$ cat config.mk
export PLATFORM = sky130hd
export DESIGN_NAME = rbsi_merge
export DESIGN_NICKNAME = d
export VERILOG_FILES = /design/src/sv/rbsi_pkg.sv /design/src/sv/rbsi_merge.sv
export SDC_FILE = /design/constraint.sdc
export NUM_CORES = 1
export LEC_CHECK = 0
export ABC_CLOCK_PERIOD_IN_PS = 5980
export BUFFER_PORTS_ARGS = -buffer_cell sky130_fd_sc_hd__buf_2
export CAP_MARGIN = 10
export CORE_ASPECT_RATIO = 1.75
export CORE_UTILIZATION = 50
export CTS_BUF_LIST = sky130_fd_sc_hd__clkbuf_8
export DETAILED_ROUTE_END_ITERATION = 12
export GPL_TIMING_DRIVEN = 0
export PLACE_DENSITY_LB_ADDON = 0.2
export SYNTH_ARGS = -nofsm -noshare
export SYNTH_HDL_FRONTEND = slang
export SYNTH_SLANG_ARGS = --single-unit
$ cat constraint.sdc
create_clock -name clk -period 5.98 [get_ports clk]
set_clock_uncertainty 0.15 [all_clocks]
set_input_delay 0.598 -clock clk [delete_from_list [all_inputs] [get_ports clk]]
set_output_delay 0.598 -clock clk [all_outputs]
set_load 0.02 [all_outputs]
$ cat src/sv/rbsi_pkg.sv
// ----------------------------------------------------------------------------
// rbsi_pkg: shared types and constants for the ray/box slab intersector
// Payload structs, configuration register indexes and pipeline depths.
// ----------------------------------------------------------------------------
package rbsi_pkg;

  // Fixed-point word and limits, signed Q16.16.
  localparam int unsigned QW = 32;
  localparam logic signed [QW-1:0] Q_MAX = 32'sh7FFF_FFFF;
  localparam logic signed [QW-1:0] Q_MIN = 32'sh8000_0000;

  // Number of axes, one lane each.
  localparam int unsigned NUM_AXES = 3;

  // One quotient bit is resolved per divider stage.
  localparam int unsigned DIV_STAGES = 32;

  // Lane latency: input stage, divider, reciprocal fixup, multiply,
  // shift and saturate, min/max.
  localparam int unsigned LANE_LAT = DIV_STAGES + 5;

  // Total latency to the output register (two merge stages).
  localparam int unsigned TOTAL_LAT = LANE_LAT + 2;

  // Configuration register indexes.
  localparam int unsigned CFG_IDX_W = 3;
  typedef enum logic [CFG_IDX_W-1:0] {
    REG_BOX_MIN_X = 3'd0,
    REG_BOX_MIN_Y = 3'd1,
    REG_BOX_MIN_Z = 3'd2,
    REG_BOX_MAX_X = 3'd3,
    REG_BOX_MAX_Y = 3'd4,
    REG_BOX_MAX_Z = 3'd5
  } cfg_reg_t;

  // Input request payload.
  typedef struct packed {
    logic signed [QW-1:0] ray_pos_x;
    logic signed [QW-1:0] ray_pos_y;
    logic signed [QW-1:0] ray_pos_z;
    logic signed [QW-1:0] ray_dir_x;
    logic signed [QW-1:0] ray_dir_y;
    logic signed [QW-1:0] ray_dir_z;
    logic signed [QW-1:0] t_best;
  } in_t;

  // Result payload.
  typedef struct packed {
    logic                 hit;
    logic signed [QW-1:0] t_best_out;
  } out_t;

  // Slab interval produced by one lane.
  typedef struct packed {
    logic signed [QW-1:0] lo;
    logic signed [QW-1:0] hi;
  } slab_t;

endpackage

$ cat src/sv/rbsi_merge.sv
// ----------------------------------------------------------------------------
// rbsi_merge: combine the three slabs into a hit decision
// Near is the largest entry, far the smallest exit; then the best update.
// ----------------------------------------------------------------------------
module rbsi_merge (
  input  logic                           clk,
  input  logic                           en,
  input  rbsi_pkg::slab_t                slab [rbsi_pkg::NUM_AXES],
  input  logic signed [rbsi_pkg::QW-1:0] t_best,
  output rbsi_pkg::out_t                 res
);

  localparam int unsigned W = rbsi_pkg::QW;

  logic signed [W-1:0] near_nxt, far_nxt, near_r, far_r, best_r;
  rbsi_pkg::out_t res_r;

  // Interval intersection over the axes.
  always_comb begin
    near_nxt = slab[0].lo;
    far_nxt  = slab[0].hi;
    for (int a = 1; a < rbsi_pkg::NUM_AXES; a++) begin
      if (slab[a].lo > near_nxt) near_nxt = slab[a].lo;
      if (slab[a].hi < far_nxt)  far_nxt  = slab[a].hi;
    end
  end

  // Interval stage, then the result register.
  always_ff @(posedge clk) begin
    if (en) begin
      near_r <= near_nxt;
      far_r  <= far_nxt;
      best_r <= t_best;
      res_r.hit        <= (near_r < far_r) && (near_r < best_r);
      res_r.t_best_out <= ((near_r < far_r) && (near_r < best_r)) ? near_r : best_r;
    end
  end

  assign res = res_r;

endmodule

Word-level counts from Yosys, hierarchy flattened
Index checks and enable logic that the tools add are counted.
Storage, ports and cells
  flip-flop bits (word level): 129
  input port bits: 226
  output and inout port bits: 33
  logic and storage cells: 17
Cells by class
  $lt $le $gt $ge: 6
  multiplexer cells: 5
  reduce and logical (&&, ||, !) cells: 1
Operators with widths (count)
  $mux W32: 5
  $lt A32 B32 Y1: 4
  $gt A32 B32 Y1: 2
  $logic_and A1 B1 Y1: 1

Longest topological paths before layout
Gate-level depths: netlist of the first run.
  word-level depth: 4
  gate-level depth with buffers: 23

Worst setup path before layout of the first run
No wires, ideal clock.
  path type: input to register
  start point: in slab[177] in the netlist's numbering
  end point: reg near_r[0], data pin
  setup time: 260 ps
  data arrival time: 4692 ps
  data required time: 5570 ps
  setup slack: 878 ps
  stages on the path: 21
  cell sequence: inv_1 -> ha_1 -> a211oi_2 -> o21ai_1 -> a41o_1 -> a221o_1 -> a31oi_4 -> o21ai_2 -> a31oi_4 -> buf_12 -> mux2i_1 -> ha_1 -> nand4_1 -> nor4_1 -> and2_1 -> nand2_1 -> a21oi_1 -> and4b_1 -> and4b_1 -> nor3_2 -> mux2_2
Between the ends
  cells in the longest elaborated chain, start to end: 4
Ends and longest elaborated chain
  start, declared: line rbsi_merge.sv:8  | input rbsi_pkg::slab_t slab [rbsi_pkg::NUM_AXES],
  $gt A32 B32 Y1: line rbsi_merge.sv:23  | if (slab[a].lo > near_nxt) near_nxt = slab[a].lo;
  $mux W32 (*): line rbsi_merge.sv:23
  $gt A32 B32 Y1: line rbsi_merge.sv:23
  $mux W32 (*): line rbsi_merge.sv:23
  named net near_nxt[0]: line rbsi_merge.sv:15  | logic signed [W-1:0] near_nxt, far_nxt, near_r, far_r, best_r;
  end signal, assigned: line rbsi_merge.sv:31  | near_r <= near_nxt;
  end, declared: line rbsi_merge.sv:15
Mark *: on every way through the listed nets, which the timed path passes. The rest lies on a longest branch.
A chain may end at the register's enable or synchronous reset.

Worst setup path after layout of the first run
  start point: in slab[113] in the netlist's numbering
  end point: reg near_r[5], data pin
Same word-level chain as after synthesis.

==> results.toml, run 1 <==
[status]
status = "completed"

[power]
internal-power_mw = 2.22
power.switching_mw = 1.14
power.share.switching_pct = 33.9
powerDensity_nw_per_um2 = 262
pwr-share-seq_pct = 37.7
peakVddDrop_mv = 0.133
p_leak_nw = 6.57
power.share.combinational_pct = 39.5
finalPower_mw = 3.36
pwr-share-clk_pct = 22.8

[timing]
fin_tns_setup_ns = 0
relSlewSlack_pct = 46.0
rsz0062_at_grt = "false"
max_freq_mhz = 175
worst_slew_pin_slew_ns = 0.800
finalSetupViolations = 0
slew_violations = 0
fin_crit_sh_pct = 95.3
final_hold_viol_count = 0
period_needed_ns = 5.70
whs_ns = 0.174

[floorplanning]
die_area_sq_um = 22000
ioPinCount = 259
initial_utilization_pct = 51.2
dieHeight_um = 196
rows = 70
core_area_sq_um = 20900
die_x_um = 113

[final_layout]
area_delta_synth_final_pct = 19.5
final_util_pct = 61.2
fill_cells = 1768
drive_gt1_share_pct = 28.0
stdcell_area_sq_um = 12800
num-nets-final = 1689

[critical_path]
critPathArrivalTime_ns = 5.84
startpoint_type = "input pin"
crit_fanout = 10
required_ns = 6.12
worst-setup-path-type = "in -> reg"
worst_r2r_path_depth = 11
end_kind = "register"

[run]
drv_cap = 0

[cts]
cts_sinks = 129
clkSlewWorstSetupHoldPaths_ns = 0.08
clk_latency_ns = 0.45
cts_buffers = 17
clockBufferDepth = 2
htreeDepth = 4
cts_tree = "done"
cts_hold_buf = 0
cts_root_buf = "clkbuf_8"

[synthesis]
syn_nets = 1410
netlist_area_sq_um = 10700
yosysWarnings = 0
synthFlopType = "edfxtp_1"
ys_async_sr_fraction_pct = 0
ys_types = 54
synth-seq-cells = 129
ys_seq_area_share_pct = 36.2
synth_edf_count = 129
netlist_instances = 996
syn_avg_cell_area_sq_um = 10.8

[hold_path]
hold_class = "in -> reg"
holdPathStages = 1

[grt]
grtUsageTotal_pct = 25.4
antenna_found_initial = 13
grt_pass1_vias = 8773
grt_pass1_wl_um = 42200
overflow = 0
grt_max_degree = 79

[detailed_routing]
finalWirelength_um = 27400
vias_per_cell = 5.52
drc = 0
wl_per_cell_um = 17.7
vias = 8562
first_iter_violations = 261
dr.pass1.iters = 5
ant_nets = 0

[place]
hpwl_um = 23600
globalplace.congestion = 0.926
numPortBuffers = 258
placed_cell_area_sq_um = 12400
## power groups by stage
stage	logic [mW]	registers (mW)	clock network, mW
after floorplan	0.885	1.31	0
after global placement	1.29	1.28	0
after detailed placement	1.32	1.29	0
after CTS	1.33	1.27	0.787
after global routing	1.47	1.28	0.816
final	1.33	1.27	0.767
## state kept, by name, indices dropped and copies added (netlist names)
signal,count
best_r,32
far_r,32
near_r,32
res,33
## through the flow
step	setup WS, ns	cells
after floorplan	0.878	996
after global placement	-0.487	1506
after detailed placement	-0.503	1507
after CTS	0.119	1538
after global routing	0.0596	1548
final	0.280	1551
## synthesized netlist by cell type (all sizes together), types with 7 or more instances
library cell,instances,share of area [%]
a211oi,10,0.75
buf,23,1.9
ha,188,22
nand3,13,0.61
nor2b,10,0.58
nand2,20,0.70
a31oi,39,2.6
inv,161,5.6
nand4,32,1.9
edfxtp,129,36
o211ai,7,0.49
o21ai,29,1.4
nor3,8,0.42
mux2,37,4.9
o21a,9,0.63
a21o,25,1.8
nand2b,9,0.53
mux2i,94,8.8
nor2,21,0.74
a21oi,84,3.9
## critical path, stage by stage
cell	delay, ns
buf_2	0.13
ha_1	0.32
a211oi_2	0.22
o21ai_1	0.09
a41o_1	0.24
a221o_1	0.39
a31oi_4	0.20
o21ai_2	0.09
a31oi_4	0.30
buf_12	0.20
mux2i_1	0.32
ha_1	0.20
nand4_1	0.22
nor4_2	0.38
and2_1	0.21
nand2_1	0.09
a21oi_1	0.20
and4b_1	0.27
and4b_1	0.23
nor3_4	0.36
buf_4	0.31
mux2i_1	0.23
## layer usage
metal  vias up  part of all wire [%]  track usage [%]
li1       4303                     -                -
met1      3872                    35             24.1
met2       278                    53             47.5
met3       101                   4.9             5.09
met4         8                   6.4             18.7
met5         -                  0.17                0
## kinds of logic (layout without fill, tap and decap cells)
logic type      after synthesis  in the layout  share of synthesized area [%]
compound gates              228            228                           13.6
simple gates                133            133                           6.90
other cells                   0             12                              0
buf+inv                     187            478                           7.60
flops                       129            129                           36.2
fa+ha+maj                   188            188                           22.0
mux                         131            131                           13.7
## cell usage in the layout, fill, tap and decap left out, types with 4 or more instances in the layout
master / count
clkinv_2: 4
edfxtp_1: 129
a2111oi_0: 4
nand2b_1: 9
buf_2: 266
clkbuf_8: 17
nand2_1: 20
a21o_1: 25
nor3_1: 7
buf_4: 9
nor2_1: 21
clkinvlp_4: 5
a31oi_1: 37
o211ai_1: 7
a211oi_1: 9
buf_6: 4
o21ai_0: 25
inv_1: 161
a21oi_1: 84
nor2b_1: 10
mux2_4: 30
nand3_1: 13
mux2_2: 6
nand4_1: 32
mux2i_1: 94
o21a_1: 9
and4_1: 4
diode_2: 12
ha_1: 188
## area by class of cell
class | count | area [sq um] | share of cell area, %
well taps | 252 | 315 | 2.46
flip-flops and latches | 129 | 3870 | 30.3
clock buffers | 17 | 234 | 1.83
clock inverters | 14 | 165 | 1.29
diodes | 12 | 30.0 | 0.235
repair buffers | 260 | 1330 | 10.4
plain buffers | 26 | 210 | 1.64
inverters | 161 | 604 | 4.72
multi-input cells | 680 | 6040 | 47.2
## path summary, 6_finish.rpt
path / start / end / slack, ns
max: slab[113] / near_r[5] / 0.28
min: t_best[0] / best_r[0] / 0.17
max reg2reg: near_r[5] / res[2] / 2.31
min reg2reg: best_r[12] / res[12] / 0.43
## timing repair
action / CTS / global route
buffers inserted: 0 / 1
endpoints found under the setup margin: 19 / 31
gates resized for setup: 1 / 1
No activity file was read; power rests on OpenSTA's default activity.
==> run 2: changes to the inputs <==
--- a/config.mk
+++ b/config.mk
@@ -8,8 +8,10 @@
 export ABC_CLOCK_PERIOD_IN_PS = 5980
 export BUFFER_PORTS_ARGS = -buffer_cell sky130_fd_sc_hd__buf_2
 export CAP_MARGIN = 10
-export CORE_ASPECT_RATIO = 1.75
-export CORE_UTILIZATION = 50
+export CELL_PAD_IN_SITES_DETAIL_PLACEMENT = 2
+export CELL_PAD_IN_SITES_GLOBAL_PLACEMENT = 2
+export CORE_MARGIN = 2
+export CORE_UTILIZATION = 35
 export CTS_BUF_LIST = sky130_fd_sc_hd__clkbuf_8
 export DETAILED_ROUTE_END_ITERATION = 12
 export GPL_TIMING_DRIVEN = 0
==> results.toml, run 2 (synthesis gave the netlist of run 1 again) <==
[detailed_routing]
finalWirelength_um = 35400
wl_per_cell_um = 20.9
vias_per_cell = 5.24
ant_nets = 0
vias = 8885
first_iter_violations = 344
dr.pass1.iters = 4
drc = 0

[power]
pwr-share-clk_pct = 23.7
power.switching_mw = 1.26
pwr-share-seq_pct = 36.8
power.share.combinational_pct = 39.5
power.share.switching_pct = 36.1
internal-power_mw = 2.24
powerDensity_nw_per_um2 = 269
peakVddDrop_mv = 0.125
p_leak_nw = 6.59

[critical_path]
worst_r2r_path_depth = 11
startpoint_type = "input pin"
worst-setup-path-type = "in -> reg"
path_cells = "buf_2, inv_1, ha_1, nand4_1, nor2_1, and4_1, a221o_1, a31oi_4, o21ai_2, a31oi_4, buf_12, mux2i_1, ha_1, nand4_1, nor4_2, and2_1, nand2_1, a21oi_1, and4b_1, and4b_1, nor3_4, buf_4, mux2i_1"
end_kind = "register"
critPathSlowestCell = "a221o_1"
cpPeakStageDelay_ns = 0.41
worst_r2r_endpoint = "res[15]"
crit_fanout = 10
critPathArrivalTime_ns = 5.87
required_ns = 6.10
r2r_start = "near_r[5]"
r2r_slack_ns = 2.28

[floorplanning]
dieHeight_um = 179
core_area_sq_um = 30300
initial_utilization_pct = 35.3
ioPinCount = 259
die_x_um = 179
die_area_sq_um = 32000
rows = 64

[cts]
cts_buffers = 17
cts_tree = "done"
cts_hold_buf = 0
htreeDepth = 4
cts_sinks = 129
clk_latency_ns = 0.47
clkSlewWorstSetupHoldPaths_ns = 0.09
clockBufferDepth = 2
cts_root_buf = "clkbuf_8"

[place]
hpwl_um = 29800
preCtsSetupSlack_ns = -0.624
numPortBuffers = 258
placedCellCount = 1651
globalplace.congestion = 0.845

[timing]
fin_ws_ns = 0.231
rsz0062_at_grt = "false"
fin_crit_sh_pct = 96.1
slew_violations = 0
worst_slew_pin_slew_ns = 0.690
period_needed_ns = 5.75
relSlewSlack_pct = 54.0
max_freq_mhz = 174
finalSetupViolations = 0
final_hold_viol_count = 0

[grt]
overflow = 0
grt_pass1_wl_um = 53600
grtUsageTotal_pct = 22.3
antenna_found_initial = 15
grt_max_degree = 71
grt_pass1_vias = 9816

[final_layout]
final_util_pct = 42.9
num-nets-final = 1690
final_cells = 1695
area_delta_synth_final_pct = 21.4
drive_gt1_share_pct = 28.1
largest_reg_flops = 33
layout_common_cells = "266 x buf_2, 188 x ha_1, 162 x inv_1"
layout_commonest_cell = "buf_2"

[hold_path]
min_from = "t_best[24]"
holdPathStages = 1
hold_end = "best_r[24]"
hold_class = "in -> reg"

[run]
drv_cap = 0

[status]
status = "completed"
run 2: per-stage QoR:
step                      area (sq um)  power [mW]  TNS, ns  hold slack (ns)
after floorplan                  10700        2.20        0            0.400
after global placement           12500        2.63   -14.62            0.413
after detailed placement         12500        2.69   -16.50            0.419
after CTS                        13000        3.54        0            0.126
after global routing             13000        3.74        0            0.131
final                            13000        3.50        0            0.155
run 2: area by class of cell:
| type | instances | area, sq um |
|---|---|---|
| Timing Repair Buffer | 261 | 1340 |
| Tap cell | 396 | 495 |
| Inverter | 161 | 604 |
| Multi-Input combinational cell | 680 | 6040 |
| Fill cell | 3383 | 17300 |
| Sequential cell | 129 | 3870 |
| Buffer | 26 | 210 |
| Antenna cell | 10 | 25.0 |
| Clock inverter | 15 | 184 |
| Clock buffer | 17 | 234 |
run 2: worst max-delay path by stage:
stage,startpoint,to,depth (start not counted)
after detailed placement,slab[177],near_r[30],23
after floorplan,slab[177],near_r[0],21
final,slab[191],near_r[30],23
after global routing,slab[191],near_r[30],24
after CTS,slab[177],near_r[30],23
after global placement,slab[177],near_r[30],23
run 2: timing repair:
action | CTS | global route
setup endpoints to repair | 28 | 13
setup buffers | 0 | 2
resized for setup | 3 | 0
run 2: per-layer routing:
| layer | vias to the layer above | track usage [%] | share of wire [%] |
|---|---|---|---|
| met1 | 4345 | 26.3 | 42 |
| met4 | 12 | 6.17 | 1.5 |
| met5 | - | 0 | 0.21 |
| met2 | 191 | 41.1 | 51 |
| li1 | 4295 | - | - |
| met3 | 42 | 4.28 | 4.7 |
run 2: power groups by stage:
| stage | Sequential (mW) | Clock, mW | Combinational (mW) |
|---|---|---|---|
| floorplan | 1.31 | 0 | 0.885 |
| global placement | 1.31 | 0 | 1.32 |
| detailed placement | 1.31 | 0 | 1.38 |
| CTS | 1.29 | 0.852 | 1.40 |
| global route | 1.31 | 0.884 | 1.55 |
| finish | 1.29 | 0.830 | 1.38 |
run 2: worst max-delay path: cells and delay by family:
family                     cells  cell delay, ns
AOI/OAI and AO/OA              5            1.19
adders and majority gates      2            0.61
muxes                          2            0.70
buffers and inverters          4            0.62
and+or+nand+nor               10            2.12
